===== config.mk =====
export PLATFORM = sky130hd
export DESIGN_NAME = group_id_set_table_unit_flat
export DESIGN_NICKNAME = d
export VERILOG_FILES = /design/src/hw/rtl/gidt_pkg.sv /design/src/hw/rtl/gidt_req_if.sv /design/src/hw/rtl/gidt_rsp_if.sv /design/src/hw/rtl/group_id_set_table_unit.sv /design/src/hw/rtl/gidt_ram.sv /design/src/hw/rtl/gidt_ctrl.sv /design/src/flat_wrapper.sv
export SDC_FILE = /design/constraint.sdc
export NUM_CORES = 1
export LEC_CHECK = 0
export BUFFER_PORTS_ARGS = -buffer_cell sky130_fd_sc_hd__buf_2
export CAP_MARGIN = 20
export CELL_PAD_IN_SITES_DETAIL_PLACEMENT = 2
export CELL_PAD_IN_SITES_GLOBAL_PLACEMENT = 2
export CORE_MARGIN = 4
export CORE_UTILIZATION = 32
export CTS_CLUSTER_SIZE = 25
export DETAILED_ROUTE_END_ITERATION = 8
export PLACE_DENSITY = 0.6
export SYNTH_ARGS = -nofsm -noshare
export SYNTH_HDL_FRONTEND = slang
export SYNTH_SLANG_ARGS = --single-unit

===== constraint.sdc =====
create_clock -name clk -period 5.1 [get_ports clk]
set_clock_uncertainty 0.2 [all_clocks]
set_input_delay 0.51 -clock clk [delete_from_list [all_inputs] [get_ports clk]]
set_output_delay 0.51 -clock clk [all_outputs]
set_load 0.05 [all_outputs]

===== src/hw/rtl/gidt_pkg.sv =====
`timescale 1ns / 1ps

package gidt_pkg;

    localparam int GROUP_ID_W = 16;
    localparam int REQ_TYPE_W = 2;
    localparam int ENTRY_W    = 5;

    typedef enum logic [REQ_TYPE_W-1:0] {
        REQ_LEAVE  = 2'd0,
        REQ_ENTER  = 2'd1,
        REQ_MEMBER = 2'd2
    } req_code_t;

    typedef enum logic [1:0] {
        ST_IDLE,
        ST_SCAN,
        ST_SHIFT,
        ST_RESP
    } state_t;

endpackage


===== src/hw/rtl/gidt_req_if.sv =====
`timescale 1ns / 1ps

interface gidt_req_if;
    logic                              valid;
    logic                              ready;
    logic [gidt_pkg::REQ_TYPE_W-1:0]   req_type;
    logic [gidt_pkg::GROUP_ID_W-1:0]   group_id;

    modport source (output valid, output req_type, output group_id, input ready);
    modport sink   (input valid, input req_type, input group_id, output ready);
endinterface


===== src/hw/rtl/gidt_rsp_if.sv =====
`timescale 1ns / 1ps

interface gidt_rsp_if;
    logic                           valid;
    logic                           ready;
    logic                           hit;
    logic                           status;
    logic [gidt_pkg::ENTRY_W-1:0]   entry_count;

    modport source (output valid, output hit, output status, output entry_count,
                    input ready);
    modport sink   (input valid, input hit, input status, input entry_count,
                    output ready);
endinterface


===== src/hw/rtl/group_id_set_table_unit.sv =====
`timescale 1ns / 1ps

// Supplementary group id table with one request channel and one result channel.
// req carries req_type (leave, enter, member query) and group_id; it is taken
// only while the unit is idle, one request at a time.
// rsp returns hit, status and entry_count for every request, exactly once.
// cfg_wr_en with cfg_wr_data sets the primary group id; write only while idle.
// The table sits in one RAM with one read and one write port; a single
// comparator walks the valid slots, one slot a cycle, behind the registered read.
// An unused code goes straight to the result; any other request first walks
// the slots, stopping at the first match or after the last valid entry.
// A leave that hits then moves each later entry down one slot.
// The next request is taken in the cycle after the result is taken.
// Reset empties the table and clears the primary group to zero at once.
// While rsp.ready is low the result holds and req stays not ready.
module group_id_set_table_unit #(
    parameter int GROUP_SLOTS = 16
) (
    input  logic                            clk,
    input  logic                            rst_n,
    gidt_req_if.sink                        req,
    gidt_rsp_if.source                      rsp,
    input  logic                            cfg_wr_en,
    input  logic [gidt_pkg::GROUP_ID_W-1:0] cfg_wr_data
);

    localparam int AW = (GROUP_SLOTS > 1) ? $clog2(GROUP_SLOTS) : 1;

    logic [gidt_pkg::GROUP_ID_W-1:0] primary_group_reg;
    logic [AW-1:0]                   rd_addr;
    logic [gidt_pkg::GROUP_ID_W-1:0] rd_data;
    logic                            wr_en;
    logic [AW-1:0]                   wr_addr;
    logic [gidt_pkg::GROUP_ID_W-1:0] wr_data;

    always_ff @(posedge clk or negedge rst_n)
    begin
        if (!rst_n)
        begin
            primary_group_reg <= '0;
        end
        else if (cfg_wr_en)
        begin
            primary_group_reg <= cfg_wr_data;
        end
    end

    gidt_ctrl #(
        .GROUP_SLOTS (GROUP_SLOTS)
    ) u_ctrl (
        .clk           (clk),
        .rst_n         (rst_n),
        .req           (req),
        .rsp           (rsp),
        .primary_group (primary_group_reg),
        .rd_addr       (rd_addr),
        .rd_data       (rd_data),
        .wr_en         (wr_en),
        .wr_addr       (wr_addr),
        .wr_data       (wr_data)
    );

    gidt_ram #(
        .WIDTH (gidt_pkg::GROUP_ID_W),
        .DEPTH (GROUP_SLOTS)
    ) u_slots (
        .clk     (clk),
        .wr_en   (wr_en),
        .wr_addr (wr_addr),
        .wr_data (wr_data),
        .rd_addr (rd_addr),
        .rd_data (rd_data)
    );

endmodule


===== src/hw/rtl/gidt_ram.sv =====
`timescale 1ns / 1ps

module gidt_ram #(
    parameter int WIDTH = 16,
    parameter int DEPTH = 16,
    localparam int AW = (DEPTH > 1) ? $clog2(DEPTH) : 1
) (
    input  logic             clk,
    input  logic             wr_en,
    input  logic [AW-1:0]    wr_addr,
    input  logic [WIDTH-1:0] wr_data,
    input  logic [AW-1:0]    rd_addr,
    output logic [WIDTH-1:0] rd_data
);

    logic [WIDTH-1:0] mem [DEPTH];
    logic [WIDTH-1:0] rd_data_reg;

    always_ff @(posedge clk)
    begin
        if (wr_en)
        begin
            mem[wr_addr] <= wr_data;
        end
        rd_data_reg <= mem[rd_addr];
    end

    assign rd_data = rd_data_reg;

endmodule


===== src/hw/rtl/gidt_ctrl.sv =====
`timescale 1ns / 1ps

module gidt_ctrl #(
    parameter int GROUP_SLOTS = 16,
    localparam int CW = $clog2(GROUP_SLOTS + 1),
    localparam int AW = (GROUP_SLOTS > 1) ? $clog2(GROUP_SLOTS) : 1
) (
    input  logic                            clk,
    input  logic                            rst_n,
    gidt_req_if.sink                        req,
    gidt_rsp_if.source                      rsp,
    input  logic [gidt_pkg::GROUP_ID_W-1:0] primary_group,
    output logic [AW-1:0]                   rd_addr,
    input  logic [gidt_pkg::GROUP_ID_W-1:0] rd_data,
    output logic                            wr_en,
    output logic [AW-1:0]                   wr_addr,
    output logic [gidt_pkg::GROUP_ID_W-1:0] wr_data
);

    gidt_pkg::state_t                state_reg, state_next;
    logic [gidt_pkg::REQ_TYPE_W-1:0] op_reg, op_next;
    logic [gidt_pkg::GROUP_ID_W-1:0] id_reg, id_next;
    logic [CW-1:0]                   cnt_reg, cnt_next;
    logic [CW-1:0]                   idx_reg, idx_next;
    logic [CW-1:0]                   pos_reg, pos_next;
    logic                            pend_reg, pend_next;
    logic                            hit_reg, hit_next;
    logic                            status_reg, status_next;

    logic match;
    logic issue;
    logic scan_end;
    logic shift_end;
    logic full;

    assign match     = pend_reg && (rd_data == id_reg);
    assign issue     = idx_reg < cnt_reg;
    assign scan_end  = match || (idx_reg == cnt_reg);
    assign shift_end = (idx_reg == cnt_reg) && !pend_reg;
    assign full      = cnt_reg == CW'(GROUP_SLOTS);

    always_comb
    begin
        state_next = state_reg;
        unique case (state_reg)
            gidt_pkg::ST_IDLE:
            begin
                if (req.valid)
                begin
                    if (req.req_type == gidt_pkg::REQ_LEAVE ||
                        req.req_type == gidt_pkg::REQ_ENTER ||
                        req.req_type == gidt_pkg::REQ_MEMBER)
                    begin
                        state_next = gidt_pkg::ST_SCAN;
                    end
                    else
                    begin
                        state_next = gidt_pkg::ST_RESP;
                    end
                end
            end
            gidt_pkg::ST_SCAN:
            begin
                if (scan_end)
                begin
                    if (match && op_reg == gidt_pkg::REQ_LEAVE)
                    begin
                        state_next = gidt_pkg::ST_SHIFT;
                    end
                    else
                    begin
                        state_next = gidt_pkg::ST_RESP;
                    end
                end
            end
            gidt_pkg::ST_SHIFT:
            begin
                if (shift_end)
                begin
                    state_next = gidt_pkg::ST_RESP;
                end
            end
            gidt_pkg::ST_RESP:
            begin
                if (rsp.ready)
                begin
                    state_next = gidt_pkg::ST_IDLE;
                end
            end
            default:
            begin
                state_next = gidt_pkg::ST_IDLE;
            end
        endcase
    end

    always_comb
    begin
        op_next     = op_reg;
        id_next     = id_reg;
        cnt_next    = cnt_reg;
        idx_next    = idx_reg;
        pos_next    = pos_reg;
        pend_next   = pend_reg;
        hit_next    = hit_reg;
        status_next = status_reg;
        rd_addr     = idx_reg[AW-1:0];
        wr_en       = 1'b0;
        wr_addr     = pos_reg[AW-1:0];
        wr_data     = rd_data;

        unique case (state_reg)
            gidt_pkg::ST_IDLE:
            begin
                if (req.valid)
                begin
                    op_next     = req.req_type;
                    id_next     = req.group_id;
                    idx_next    = '0;
                    pend_next   = 1'b0;
                    hit_next    = 1'b0;
                    status_next = 1'b0;
                end
            end
            gidt_pkg::ST_SCAN:
            begin
                pend_next = issue;
                if (issue)
                begin
                    idx_next = idx_reg + CW'(1);
                end
                if (scan_end)
                begin
                    hit_next = match;
                    pos_next = idx_reg - CW'(1);
                    unique case (op_reg)
                        gidt_pkg::REQ_ENTER:
                        begin
                            if (!match)
                            begin
                                if (full)
                                begin
                                    status_next = 1'b1;
                                end
                                else
                                begin
                                    wr_en    = 1'b1;
                                    wr_addr  = cnt_reg[AW-1:0];
                                    wr_data  = id_reg;
                                    cnt_next = cnt_reg + CW'(1);
                                end
                            end
                        end
                        gidt_pkg::REQ_MEMBER:
                        begin
                            hit_next = match || (id_reg == primary_group);
                        end
                        default:
                        begin
                        end
                    endcase
                end
            end
            gidt_pkg::ST_SHIFT:
            begin
                pend_next = issue;
                if (issue)
                begin
                    idx_next = idx_reg + CW'(1);
                end
                if (pend_reg)
                begin
                    wr_en    = 1'b1;
                    pos_next = pos_reg + CW'(1);
                end
                if (shift_end)
                begin
                    cnt_next = cnt_reg - CW'(1);
                end
            end
            default:
            begin
            end
        endcase
    end

    assign req.ready       = state_reg == gidt_pkg::ST_IDLE;
    assign rsp.valid       = state_reg == gidt_pkg::ST_RESP;
    assign rsp.hit         = hit_reg;
    assign rsp.status      = status_reg;
    assign rsp.entry_count = gidt_pkg::ENTRY_W'(cnt_reg);

    always_ff @(posedge clk or negedge rst_n)
    begin
        if (!rst_n)
        begin
            state_reg <= gidt_pkg::ST_IDLE;
            cnt_reg   <= '0;
            idx_reg   <= '0;
            pend_reg  <= 1'b0;
        end
        else
        begin
            state_reg <= state_next;
            cnt_reg   <= cnt_next;
            idx_reg   <= idx_next;
            pend_reg  <= pend_next;
        end
    end

    always_ff @(posedge clk)
    begin
        op_reg     <= op_next;
        id_reg     <= id_next;
        pos_reg    <= pos_next;
        hit_reg    <= hit_next;
        status_reg <= status_next;
    end

endmodule

===== src/flat_wrapper.sv =====
// flat-port wrapper written by rule: the top's interface ports become plain ports
module group_id_set_table_unit_flat 
#(
    parameter int GROUP_SLOTS = 16
)
  (clk, rst_n, cfg_wr_en, cfg_wr_data, req_valid, req_req_type, req_group_id, req_ready, rsp_valid, rsp_hit, rsp_status, rsp_entry_count, rsp_ready);
  gidt_req_if req_i ();
  gidt_rsp_if rsp_i ();
  input  logic clk;
  input  logic rst_n;
  input  logic cfg_wr_en;
  input  logic [gidt_pkg::GROUP_ID_W-1:0] cfg_wr_data;
  input wire logic [$bits(req_i.valid)-1:0] req_valid;
  input wire logic [$bits(req_i.req_type)-1:0] req_req_type;
  input wire logic [$bits(req_i.group_id)-1:0] req_group_id;
  output wire logic [$bits(req_i.ready)-1:0] req_ready;
  output wire logic [$bits(rsp_i.valid)-1:0] rsp_valid;
  output wire logic [$bits(rsp_i.hit)-1:0] rsp_hit;
  output wire logic [$bits(rsp_i.status)-1:0] rsp_status;
  output wire logic [$bits(rsp_i.entry_count)-1:0] rsp_entry_count;
  input wire logic [$bits(rsp_i.ready)-1:0] rsp_ready;
  assign req_i.valid = req_valid;
  assign req_i.req_type = req_req_type;
  assign req_i.group_id = req_group_id;
  assign req_ready = req_i.ready;
  assign rsp_valid = rsp_i.valid;
  assign rsp_hit = rsp_i.hit;
  assign rsp_status = rsp_i.status;
  assign rsp_entry_count = rsp_i.entry_count;
  assign rsp_i.ready = rsp_ready;
  group_id_set_table_unit #(.GROUP_SLOTS(GROUP_SLOTS)) u_core (.clk(clk), .rst_n(rst_n), .req(req_i), .rsp(rsp_i), .cfg_wr_en(cfg_wr_en), .cfg_wr_data(cfg_wr_data));
endmodule

After elaboration in Yosys (flattened, before gate mapping)
Memory sizes are Yosys's and may differ from the RTL's. A register that Yosys moved wholly into a read port is not among the register bits.
Cells that the tools add are included.

cells by class
  mux-type cells = 47
  reductions and logical operators = 23
  $add $sub $neg = 5
  order comparisons = 1
  eq/ne operators = 21

operators with widths
  operator               count
  $mux W16               5
  $mux W5                9
  $eq A16 B16 Y1         2
  $pmux W5 S2            3
  $mux W4                5
  $ne A2 B2 Y1 const B   8
  $add A5 B1 Y5 const B  3
  $mux W1                15
  $reduce_and A6 Y1      2
  $mux W2                5
  $sub A5 B1 Y5 const B  2
  $reduce_and A3 Y1      3
  $eq A2 B2 Y1 const B   4
  $pmux W1 S2            4
  $pmux W2 S4            1
  $eq A2 B1 Y1 const B   3
  $logic_not A2 Y1       3
  $reduce_bool A2 Y1     3
  $eq A5 B5 Y1           1
  $eq A5 B5 Y1 const B   1
  $lt A5 B5 Y1           1
  $logic_or A1 B1 Y1     4
  $ne A2 B1 Y1 const B   2
  $reduce_and A2 Y1      2
  4 further kinds        6

storage, ports and cells
  bits in writable memories = 256
  output and inout bits = 9
  word-level logic and storage cells = 108
  memories kept = 1
  register bits after elaboration = 54

memories
  name                words  width  rd ports  clocked after Yosys merged registers in  wr ports  RTL line        source
  u_core.u_slots.mem  16     16     1         1                                        1         gidt_ram.sv:16  logic [WIDTH-1:0] mem [DEPTH];

Logic depth before layout (Yosys ltp)
Gate-level depths: netlist of the first run.

  word-level depth = 8
  gate-level depth with buffers = 11
  gate-level depth less buffers = 10

Cells and area by module
A second synthesis of the first run with hierarchy kept.

unflattened totals
  cell total of the unflattened synthesis = 717
  area, all modules = 13,327.8 µm²

by module, submodules not included
  module                   cells an instance  area an instance (µm²)  times used
  gidt_ram                 432                10,042.1                1
  gidt_ctrl                251                2,636.3                 1
  group_id_set_table_unit  34                 649.4                   1

Least setup slack after synthesis of the first run
Ideal clock, no wire load.

  path kind = flip-flop to flip-flop
  start point = register u_core.u_ctrl.cnt_reg[1] (netlist: u_core.u_ctrl.rsp.entry_count[1])
  end point = memory u_core.u_slots.mem[1][0] (enable)
  setup slack = 1.172 ns
  library setup time = 0.409 ns
  cell stages (with the launch flop) = 9
  path buffers = 0
  data arrival time = 3.319 ns
  cell sequence = dfrtp_1 -> inv_1 -> ha_1 -> and3_1 -> nand4_1 -> nor2_1 -> o21ai_4 -> mux2_2 -> nor3_1

on the way
  cells in the longest elaborated chain, start to end = 8
  elaborated cells on any way between the ends = 15
  classes of those cells = eq/ne: 2; mux: 12; reduce/logical: 1

ends and longest elaborated chain
  what                           RTL line          source
  start, declared                gidt_ctrl.sv:23   logic [CW-1:0] cnt_reg, cnt_next;
  start signal, assigned         gidt_ctrl.sv:205  cnt_reg <= cnt_next;
  $eq A5 B5 Y1                   gidt_ctrl.sv:40   assign full = cnt_reg == CW'(GROUP_SLOTS);
  $mux W1                        gidt_ctrl.sv:141  if (full)
  $mux W1                        gidt_ctrl.sv:139  if (!match)
  $mux W1                        gidt_ctrl.sv:136  unique case (op_reg)
  $mux W1                        gidt_ctrl.sv:132  if (scan_end)
  $pmux W1 S2                    gidt_ctrl.sv:112  unique case (state_reg)
  $mux W1                        gidt_ram.sv:21    if (wr_en)
  $mux W1 (not written as such)  gidt_ram.sv:23    mem[wr_addr] <= wr_data;
  end, declared                  gidt_ram.sv:16

Parallel ways exist; a longest one is shown, timed or not.

Worst setup path after layout of the first run
  start point = register u_core.u_ctrl.state_reg[0]
  end point = memory u_core.u_slots.mem[10][9] (enable)

on the way
  cells in the longest elaborated chain, start to end = 4
  elaborated cells on any way between the ends = 6
  classes of those cells = eq/ne: 2; mux: 4

ends and longest elaborated chain
  what                                                 RTL line          source
  start, declared                                      gidt_ctrl.sv:20   gidt_pkg::state_t state_reg, state_next;
  start signal, assigned                               gidt_ctrl.sv:197  state_reg <= gidt_pkg::ST_IDLE;
  start signal, assigned                               gidt_ctrl.sv:204  state_reg <= state_next;
  $eq A2 B2 Y1 / $eq A2 B1 Y1 (equally long branches)  gidt_ctrl.sv:112
  $pmux W1 S2                                          gidt_ctrl.sv:112
  $mux W1                                              gidt_ram.sv:21
  $mux W1 (not written as such)                        gidt_ram.sv:23

Parallel ways exist; a longest one is shown, timed or not.

==> results.yml, run 1 <==
outcome:
  status: "finished clean"
global_routing:
  grt_usage_pct: 16.9
  overflow: 0
  grt_max_degree: 69
  use_met2_pct: 28.0
  grt_use_met3_pct: 3.00
  grtUsageMet1_pct: 22.6
  grt_pass1_wl_mm: 56.2
  busiest_layer: "met2"
  grt_pass1_vias: 8264
  antenna_found_initial: 0
clock_network:
  cts.sinks: 325
  h-tree-depth: 2
  cts_buffers: 38
  cts_tree: "yes"
  postCtsHoldBufs: 34
  cts.clk_slew.worst_paths_ns: 0.06
  cts-root-buf: "clkbuf_16"
  clock_latency_ns: 0.55
  cts_setup_buffers: 0
  cts_max_path_buffers: 3
  post_cts_resized: 0
place:
  io_buffers: 47
  place_worst_setup_slack_ns: 1.22
  post-dp-hpwl_mm: 24.4
  gp_congestion: 0.848
power:
  seq_power_share_pct: 39.4
  peakVddDrop_mv: 0.262
  powerDensity_nw_per_um2: 597
  p_int_mw: 6.34
  p_sw_share_pct: 33.9
  pwr-share-clk_pct: 28.8
  power.leakage_nw: 5.29
  p_switching_mw: 3.24
  pwr-share-comb_pct: 31.7
routing:
  drtIter0Drc: 661
  drc: 0
  viasPerCell: 5.24
  via_count: 7219
  wl_per_cell_um: 27.5
  firstDrtPassIters: 5
  wirelength_mm: 37.8
  antenna_left: 0
setup_path:
  start_kind: "register"
  cp.required_ns: 5.14
  critPathKind: "register to register"
  critPathArrivalTime_ns: 3.90
  worstPathMaxFanout: 11
  cp-end-kind: "register"
layout:
  nets: 870
  largest_reg_flops: 256
  diodes: 0
  drive_gt1_share_pct: 32.3
  largest-register: "u_core.u_slots.mem"
  area_delta_synth_final_pct: 19.5
  fillers: 3855
  utilization_pct: 39.0
floorplanning:
  die_w_um: 213
  start_util_pct: 32.6
  io_pins: 48
  die_h_um: 213
  core_area_um2: 41200
  row_count: 74
  dieArea_um2: 45300
sta:
  fmax_mhz: 259
  period_needed_ns: 3.87
  slew_headroom_pct: 26.8
  setup-tns-final_ns: 0
  tightest_slew_ns: 1.10
  timing.final.ws_setup_ns: 1.23
  hold_viol_final: 0
  setup_viol: 0
  rsz0062_at_grt: "no"
  whs_ns: 0.0277
  finalCritPeriodShare_pct: 75.8
  drv_slew: 0
synth:
  synthXorXnorAreaFrac_pct: 2.67
  synthesis.area_um2: 13400
  synth_cells: 699
  async_flop_share_pct: 8.92
  syn_nets: 754
  synthTopCellsByArea: "edfxtp_1, mux4_2, dfrtp_1"
  synth_compound_area_share_pct: 3.03
  synth_top_family_by_area: "multiplexers"
  ys_seq_area_share_pct: 70.3
  synth.avg_cell_area_um2: 19.2
  synth-main-ff-cell: "edfxtp_1"
  yosysTopAreaCellShare_pct: 62.6
  synthSimpleGateAreaFrac_pct: 4.20
  synth_edf_count: 280
  yosys_warnings: 0
  synth_top_cell_by_area: "edfxtp_1"
  synth-seq-cells: 325
  synth.distinct_cells: 61
  yosys.area_share.adder_pct: 1.55
  synthMuxAreaShare_pct: 16.8
hold_path:
  hold_path.class: "input pin to register"
run:
  maxCapViolations: 0
logic make-up after synthesis:
kind of cell	count (synthesis)
AO/OA/AOI/OAI	52
AND/OR/NAND/NOR	101
multiplexers	121
buffers and inverters	43
adder cells (fa/ha/maj)	16
XOR/XNOR	41
flip-flops	325
Yosys cell counts, types with 13 or more instances:
| library cell | count |
|---|---|
| xor2_1 | 20 |
| mux4_2 | 80 |
| nor3_1 | 13 |
| mux2_2 | 34 |
| inv_1 | 15 |
| dfxtp_1 | 16 |
| edfxtp_1 | 280 |
| dfrtp_1 | 29 |
| nand2_1 | 21 |
| xnor2_1 | 21 |
| ha_1 | 15 |
| nor2_1 | 22 |
worst max-delay path, cell delays in order, from the launching register on:
cell	delay, ns
dfrtp_1	0.41
inv_1	0.10
ha_1	0.55
clkinv_1	0.42
nor4b_1	0.56
mux2i_1	0.31
nor2_2	0.65
buf_4	0.34
cell type report:
| type | count | area [µm²] | area share [%] |
|---|---|---|---|
| clock inverter | 26 | 283 | 1.76 |
| timing repair buffer | 103 | 761 | 4.74 |
| clock buffer | 44 | 983 | 6.12 |
| multi-input combinational | 331 | 3850 | 24.0 |
| sequential | 325 | 9460 | 58.9 |
| inverter | 16 | 60.1 | 0.374 |
| tap | 532 | 666 | 4.14 |
cell usage in the layout, fill, tap and decap left out, types with 16 or more instances in the layout:
cell type	n
xor2_1	20
xnor2_1	21
dlygate4sd3_1	34
clkbuf_16	38
buf_2	47
nand2_1	21
mux4_2	80
buf_4	21
dfxtp_1	16
dfrtp_1	27
mux2_2	34
edfxtp_1	280
final timing paths:
path / cells past startpoint / slack, ns / from / endpoint
max: 7 / 1.23 / u_core.u_ctrl.state_reg[0]$_DFFE_PN0P_ / u_core.u_slots.mem[10][9]$_DFFE_PP_
min: 2 / 0.03 / cfg_wr_data[1] / u_core.primary_group_reg[1]$_DFFE_PN0P_
max reg2reg: 7 / 1.23 / u_core.u_ctrl.state_reg[0]$_DFFE_PN0P_ / u_core.u_slots.mem[10][9]$_DFFE_PP_
min reg2reg: 1 / 0.34 / u_core.primary_group_reg[7]$_DFFE_PN0P_ / u_core.primary_group_reg[7]$_DFFE_PN0P_
max in group asynchronous: 2 / 3.79 / rst_n / u_core.u_ctrl.idx_reg[0]$_DFFE_PN0P_
min in group asynchronous: 2 / 0.37 / rst_n / u_core.u_ctrl.idx_reg[1]$_DFFE_PN0P_
stage by stage:
stage	power (mW)	area [µm²]	cells
after CTS	9.72	16000	1376
after detailed placement	6.89	14400	1272
final	9.58	16100	1377
after floorplan	5.83	13400	699
after global placement	6.71	14400	1272
after global routing	10.1	16100	1377
power by group through the flow:
stage	clock [mW]	combinational, mW	sequential, mW
floorplan	0	2.07	3.77
global placement	0	2.90	3.81
detailed placement	0	3.06	3.83
CTS	2.84	3.09	3.78
global route	2.96	3.28	3.81
finish	2.76	3.04	3.78
routing by layer:
layer  vias to the layer above  routed length [µm]
met5                         -                   0
met4                         0                1140
met3                        70                1860
met2                       232               18300
met1                      3849               16500
li1                       3068                   -
Power figures use the tool's default switching activity.
==> run 2: changes to the inputs <==
--- a/config.mk
+++ b/config.mk
@@ -5,6 +5,7 @@
 export SDC_FILE = /design/constraint.sdc
 export NUM_CORES = 1
 export LEC_CHECK = 0
+export ABC_AREA = 1
 export BUFFER_PORTS_ARGS = -buffer_cell sky130_fd_sc_hd__buf_2
 export CAP_MARGIN = 20
 export CELL_PAD_IN_SITES_DETAIL_PLACEMENT = 2
@@ -13,7 +14,7 @@
 export CORE_UTILIZATION = 32
 export CTS_CLUSTER_SIZE = 25
 export DETAILED_ROUTE_END_ITERATION = 8
-export PLACE_DENSITY = 0.6
+export PLACE_DENSITY = 0.68
 export SYNTH_ARGS = -nofsm -noshare
 export SYNTH_HDL_FRONTEND = slang
 export SYNTH_SLANG_ARGS = --single-unit
==> constraint.sdc (replaced) <==
create_clock -name clk -period 3.4 [get_ports clk]
set_clock_uncertainty 0.2 [all_clocks]
set_input_delay 0.34 -clock clk [delete_from_list [all_inputs] [get_ports clk]]
set_output_delay 0.34 -clock clk [all_outputs]
set_load 0.05 [all_outputs]
==> run 2 against run 1 <==
Compared with the run above: cell count up 36%; die area is 1.5% higher; non-clock buffer count grew 30; highest routed layer unchanged.
==> results.yml, run 2 <==
synth:
  synth_commonest_cells: "edfxtp_1, nor2_1, o21ai_0"
  synth_cells: 1191
  yosysTopAreaCellShare_pct: 61.6
  synth.distinct_cells: 42
  synth-seq-cells: 325
  ys_seq_area_share_pct: 69.3
  synthTopCellsByArea: "edfxtp_1, o21ai_0, dfrtp_1"
  synth.avg_cell_area_um2: 11.5
  synth_top_cell_by_area: "edfxtp_1"
  synth.most_common_cell: "edfxtp_1"
  async_flop_share_pct: 8.92
  synth-main-ff-cell: "edfxtp_1"
  yosys_warnings: 0
  synthesis.area_um2: 13600
  synth_edf_count: 280
  syn_nets: 1246
sta:
  fmax_mhz: 322
  finalCritPeriodShare_pct: 91.4
  drv_slew: 0
  hold_viol_final: 0
  setup_viol: 0
  rsz0062_at_grt: "no"
  tightest_slew_ns: 0.842
  slew_headroom_pct: 42.4
  setup-tns-final_ns: 0
  period_needed_ns: 3.11
outcome:
  status: "finished clean"
routing:
  via_count: 9803
  drtIter0Drc: 773
  wl_per_cell_um: 24.2
  drc: 0
  wirelength_mm: 45.3
  firstDrtPassIters: 4
  viasPerCell: 5.24
  antenna_left: 0
layout:
  largest_reg_flops: 256
  layout_commonest_cell: "edfxtp_1"
  drive_gt1_share_pct: 14.0
  fin_area_um2: 16300
  utilization_pct: 38.9
  largest-register: "u_core.u_slots.mem"
  area_delta_synth_final_pct: 19.7
  nets: 1361
  final_cell_mix: "edfxtp_1, o21ai_0, nor2_1, nand2_1, inv_1"
  diodes: 0
clock_network:
  cts_tree: "yes"
  clock_latency_ns: 0.55
  cts.sinks: 325
  cts-root-buf: "clkbuf_16"
  cts_max_path_buffers: 3
  cts.clk_slew.worst_paths_ns: 0.06
  cts_setup_buffers: 0
  h-tree-depth: 2
  cts_buffers: 36
setup_path:
  critPathKind: "register to register"
  cp.required_ns: 3.42
  start_kind: "register"
  worstPathMaxFanout: 16
  cp-end-kind: "register"
  critPathArrivalTime_ns: 3.13
power:
  finalPower_mw: 14.0
  peakVddDrop_mv: 0.487
  powerDensity_nw_per_um2: 856
  power.leakage_nw: 6.01
floorplanning:
  dieArea_um2: 46000
  start_util_pct: 32.5
  io_pins: 48
  row_count: 75
  die_w_um: 215
  core_area_um2: 42000
  die_h_um: 215
hold_path:
  hold_path.class: "input pin to register"
place:
  io_buffers: 47
  gp_congestion: 0.778
  post-dp-hpwl_mm: 28.3
  placed_area_um2: 14900
run:
  maxCapViolations: 0
global_routing:
  grt_usage_pct: 19.3
  grt_pass1_vias: 10800
  grt_max_degree: 135
  overflow: 0
  grt_pass1_wl_mm: 68.2
  antenna_found_initial: 0
run 2: cell types whose count changed after synthesis, sizes merged, moves of 10 or more:
cell,change
o21ai,+171
nor2,+167
nand2,+150
mux4,-80
inv,+69
o22ai,+46
clkbuf,+39
mux2,-30
nand3,+27
o221ai,+23
xnor2,-16
xor2,-13
buf,-10
run 2: cell families (layout without fill, tap and decap cells):
kind of cell | Yosys count | count (layout) | synth area share (%)
AO/OA/AOI/OAI | 282 | 282 | 12.0
adder cells (fa/ha/maj) | 16 | 16 | 1.52
multiplexers | 4 | 4 | 0.330
buffers and inverters | 142 | 283 | 3.93
flip-flops | 325 | 325 | 69.3
AND/OR/NAND/NOR | 410 | 410 | 12.2
XOR/XNOR | 12 | 12 | 0.770
run 2: critical path: stages, from the launching register on:
cell     delay (ns)
dfrtp_1        0.41
inv_1          0.12
ha_1           0.30
nand2_1        0.05
nor2_1         0.14
nand2_1        0.18
inv_1          0.11
nand4_2        0.26
nand2_1        0.20
o21ai_1        0.12
nor2_1         0.17
nand2_2        0.13
nor2_2         0.11
buf_4          0.28
run 2: routing by layer:
metal,up-vias,track usage (%),wire [µm]
met3,50,2.42,1350
met1,5151,25.6,20500
met2,143,33.7,22600
li1,4459,-,-
met5,-,0,0
met4,0,4.88,905
run 2: path summary, 6_finish.rpt:
kind	from	end	slack, ns	cells after the start
worst min register to register	u_core.u_ctrl.rsp.entry_count[0]$_DFFE_PN0P_	u_core.u_ctrl.rsp.entry_count[0]$_DFFE_PN0P_	0.33	1
worst max register to register	u_core.u_ctrl.rsp.entry_count[1]$_DFFE_PN0P_	u_core.u_slots.mem[2][8]$_DFFE_PP_	0.29	13
max in group asynchronous	rst_n	u_core.u_ctrl.idx_reg[0]$_DFFE_PN0P_	2.22	2
worst max-delay path	u_core.u_ctrl.rsp.entry_count[1]$_DFFE_PN0P_	u_core.u_slots.mem[2][8]$_DFFE_PP_	0.29	13
worst min-delay path	cfg_wr_en	u_core.primary_group_reg[8]$_DFFE_PN0P_	0.11	3
min in group asynchronous	rst_n	u_core.u_ctrl.rsp.entry_count[0]$_DFFE_PN0P_	0.20	2
run 2: stage by stage:
step | setup WS, ns | cells | hold slack, ns
floorplan | -0.127 | 1191 | -0.156
global placement | 0.399 | 1770 | 0.255
detailed placement | 0.285 | 1770 | 0.249
CTS | 0.256 | 1870 | 0.0726
global route | 0.0235 | 1871 | 0.137
finish | 0.293 | 1871 | 0.106
run 2: cell type report:
type / count / area [µm²]
Sequential cell: 325 / 9460
Fill cell: 4347 / 25700
Clock buffer: 56 / 1020
Clock inverter: 8 / 72.6
Tap cell: 539 / 674
Timing Repair Buffer: 133 / 1090
Inverter: 86 / 324
Multi-Input combinational cell: 724 / 3700
run 2: power breakdown:
| part | leakage, nW | total (mW) | switching, mW | internal [mW] |
|---|---|---|---|---|
| clock network | 0.525 | 3.71 | 1.64 | 2.07 |
| registers | 3.01 | 5.49 | 0.291 | 5.20 |
| logic | 2.47 | 4.79 | 3.51 | 1.28 |
run 2: timing repair:
| action | CTS | global route |
|---|---|---|
| resized for setup | 0 | 2 |
| hold buffers | 36 | 0 |
| hold endpoints to repair | 66 | 0 |
| setup endpoints to repair | 0 | 23 |
==> run 3: changes to the inputs <==
--- a/config.mk
+++ b/config.mk
@@ -10,6 +10,7 @@
 export CAP_MARGIN = 20
 export CELL_PAD_IN_SITES_DETAIL_PLACEMENT = 2
 export CELL_PAD_IN_SITES_GLOBAL_PLACEMENT = 2
+export CORE_ASPECT_RATIO = 0.75
 export CORE_MARGIN = 4
 export CORE_UTILIZATION = 32
 export CTS_CLUSTER_SIZE = 25
==> run 3 against run 2 <==
Compared with the run above: die area about the same; non-clock buffer count fell by 4; worst hold slack worse by 0.080 ns; via count increased by 0.47%; global-route usage grew 0.15 points; final area is 0.23% higher; clock power increased by 1%; routed wire length fell by 1.5%.
==> results.yml, run 3 (synthesis results as in run 2) <==
global_routing:
  grt_usage_pct: 19.4
  overflow: 0
  antenna_found_initial: 1
  grt_pass1_vias: 10900
  grt_pass1_wl_mm: 68.3
  grt_max_degree: 135
outcome:
  status: "finished clean"
routing:
  drtIter0Drc: 854
  drc: 0
  viasPerCell: 5.20
  wirelength_mm: 44.7
  via_count: 9849
  antenna_left: 0
  wl_per_cell_um: 23.6
  firstDrtPassIters: 5
setup_path:
  cp-startpoint: "u_core.u_ctrl.rsp.entry_count[4]$_DFFE_PN0P_"
  critPathArrivalTime_ns: 3.14
  cpPeakStageDelay_ns: 0.38
  path_common_cell: "nand2_1"
  cp-end-kind: "register"
  r2r_start: "u_core.u_ctrl.rsp.entry_count[4]$_DFFE_PN0P_"
  cp.required_ns: 3.42
  slowest_stage: "dfrtp_1"
  start_kind: "register"
  critPathKind: "register to register"
  path_cells: "inv_1 -> ha_1 -> nand2_1 -> nor2_1 -> nand2_1 -> inv_1 -> nand4_2 -> nand2_1 -> inv_1 -> nor2_1 -> nand2_1 -> nor2_2 -> buf_4"
  worstPathMaxFanout: 10
  reg2reg_slack_ns: 0.28
layout:
  largest_reg_flops: 256
  largest-register: "u_core.u_slots.mem"
  regArea_um2: 9460
  area_delta_synth_final_pct: 20.0
  fin_cells: 1895
  fin_area_um2: 16400
  final_cell_mix: "edfxtp_1, o21ai_0, nor2_1, nand2_1, inv_1"
  diodes: 0
  fillers: 4424
  multi_input_comb_area_um2: 3700
  drive_gt1_share_pct: 14.2
  layout_commonest_cell: "edfxtp_1"
  nets: 1356
power:
  powerDensity_nw_per_um2: 861
  power.leakage_nw: 6.01
  peakVddDrop_mv: 0.549
floorplanning:
  row_count: 65
  dieArea_um2: 46100
  core_area_um2: 42100
  die_w_um: 246
  start_util_pct: 32.4
  die_h_um: 187
  io_pins: 48
sta:
  tightest_slew_ns: 0.852
  rsz0062_at_grt: "yes"
  fmax_mhz: 320
  hold_viol_final: 0
  finalCritPeriodShare_pct: 91.9
  setup_viol: 0
  drv_slew: 0
  period_needed_ns: 3.12
  slew_headroom_pct: 43.2
hold_path:
  hold_start: "req_valid"
  hold_path.class: "input pin to register"
clock_network:
  cts_setup_buffers: 0
  cts_buffers: 35
  cts.sinks: 325
  cts-root-buf: "clkbuf_16"
  cts.clk_slew.worst_paths_ns: 0.06
  cts_tree: "yes"
  clock_latency_ns: 0.54
  cts_max_path_buffers: 3
  h-tree-depth: 2
place:
  post-dp-hpwl_mm: 28.2
  place_inst: 1798
  io_buffers: 47
  placed_area_um2: 14900
  gp_congestion: 0.791
run:
  maxCapViolations: 0
[run 3: cell type report]
type / count / area share [%]
flip-flops and latches: 325 / 57.8
multi-input cells: 724 / 22.6
repair buffers: 129 / 6.67
clock buffers: 45 / 5.64
well taps: 569 / 4.35
inverters: 86 / 1.98
clock inverters: 17 / 1.01
[run 3: through the flow]
step           hold WS (ns)  worst slack, ns  total power [mW]  utilization (%)  TNS (ns)
2_1_floorplan        -0.156           -0.127              8.23                -    -13.14
4_1_cts              0.0144            0.222              14.2             38.9         0
3_5_place_dp          0.249            0.308              10.3             35.4         0
6_report             0.0256            0.276              14.1             38.9         0
3_3_place_gp          0.248            0.496              10.2             35.4         0
5_1_grt              0.0405         -0.00179              14.9             38.9  -0.00983
[run 3: worst paths after layout]
check	depth (start not counted)	end
max	13	u_core.u_slots.mem[9][8]$_DFFE_PP_
min	3	u_core.u_ctrl.rsp.hit$_SDFFCE_PN0P_
max reg2reg	13	u_core.u_slots.mem[9][8]$_DFFE_PP_
min reg2reg	1	u_core.primary_group_reg[14]$_DFFE_PN0P_
max in group asynchronous	2	u_core.u_ctrl.idx_reg[0]$_DFFE_PN0P_
min in group asynchronous	2	u_core.u_ctrl.rsp.entry_count[1]$_DFFE_PN0P_
[run 3: routing by layer]
layer  global-route usage (%)  vias to the layer above  routed length (µm)
met5                        0                        -                   0
met4                     3.75                        0                 707
met3                     2.44                       49                1720
met2                     32.2                      178               21300
met1                     27.8                     5170               20900
li1                         -                     4452                   -
[run 3: repair_timing]
item / 4_1_cts / 5_1_grt
hold buffers: 35 / 0
resized for setup: 0 / 2
endpoints found under the setup margin: 0 / 96
hold endpoints to repair: 64 / 0
[run 3: power breakdown]
part	switching, mW	total [mW]	internal (mW)	leakage [nW]
registers	0.275	5.47	5.20	3.01
clock network	1.61	3.76	2.16	0.536
logic	3.60	4.87	1.26	2.46
[run 3: critical path, delay by kind of cell, from the launching register on]
family        cells  cell delay, ns
simple gates      8            1.38
flops             1            0.38
buf+inv           4            0.50
fa+ha+maj         1            0.32
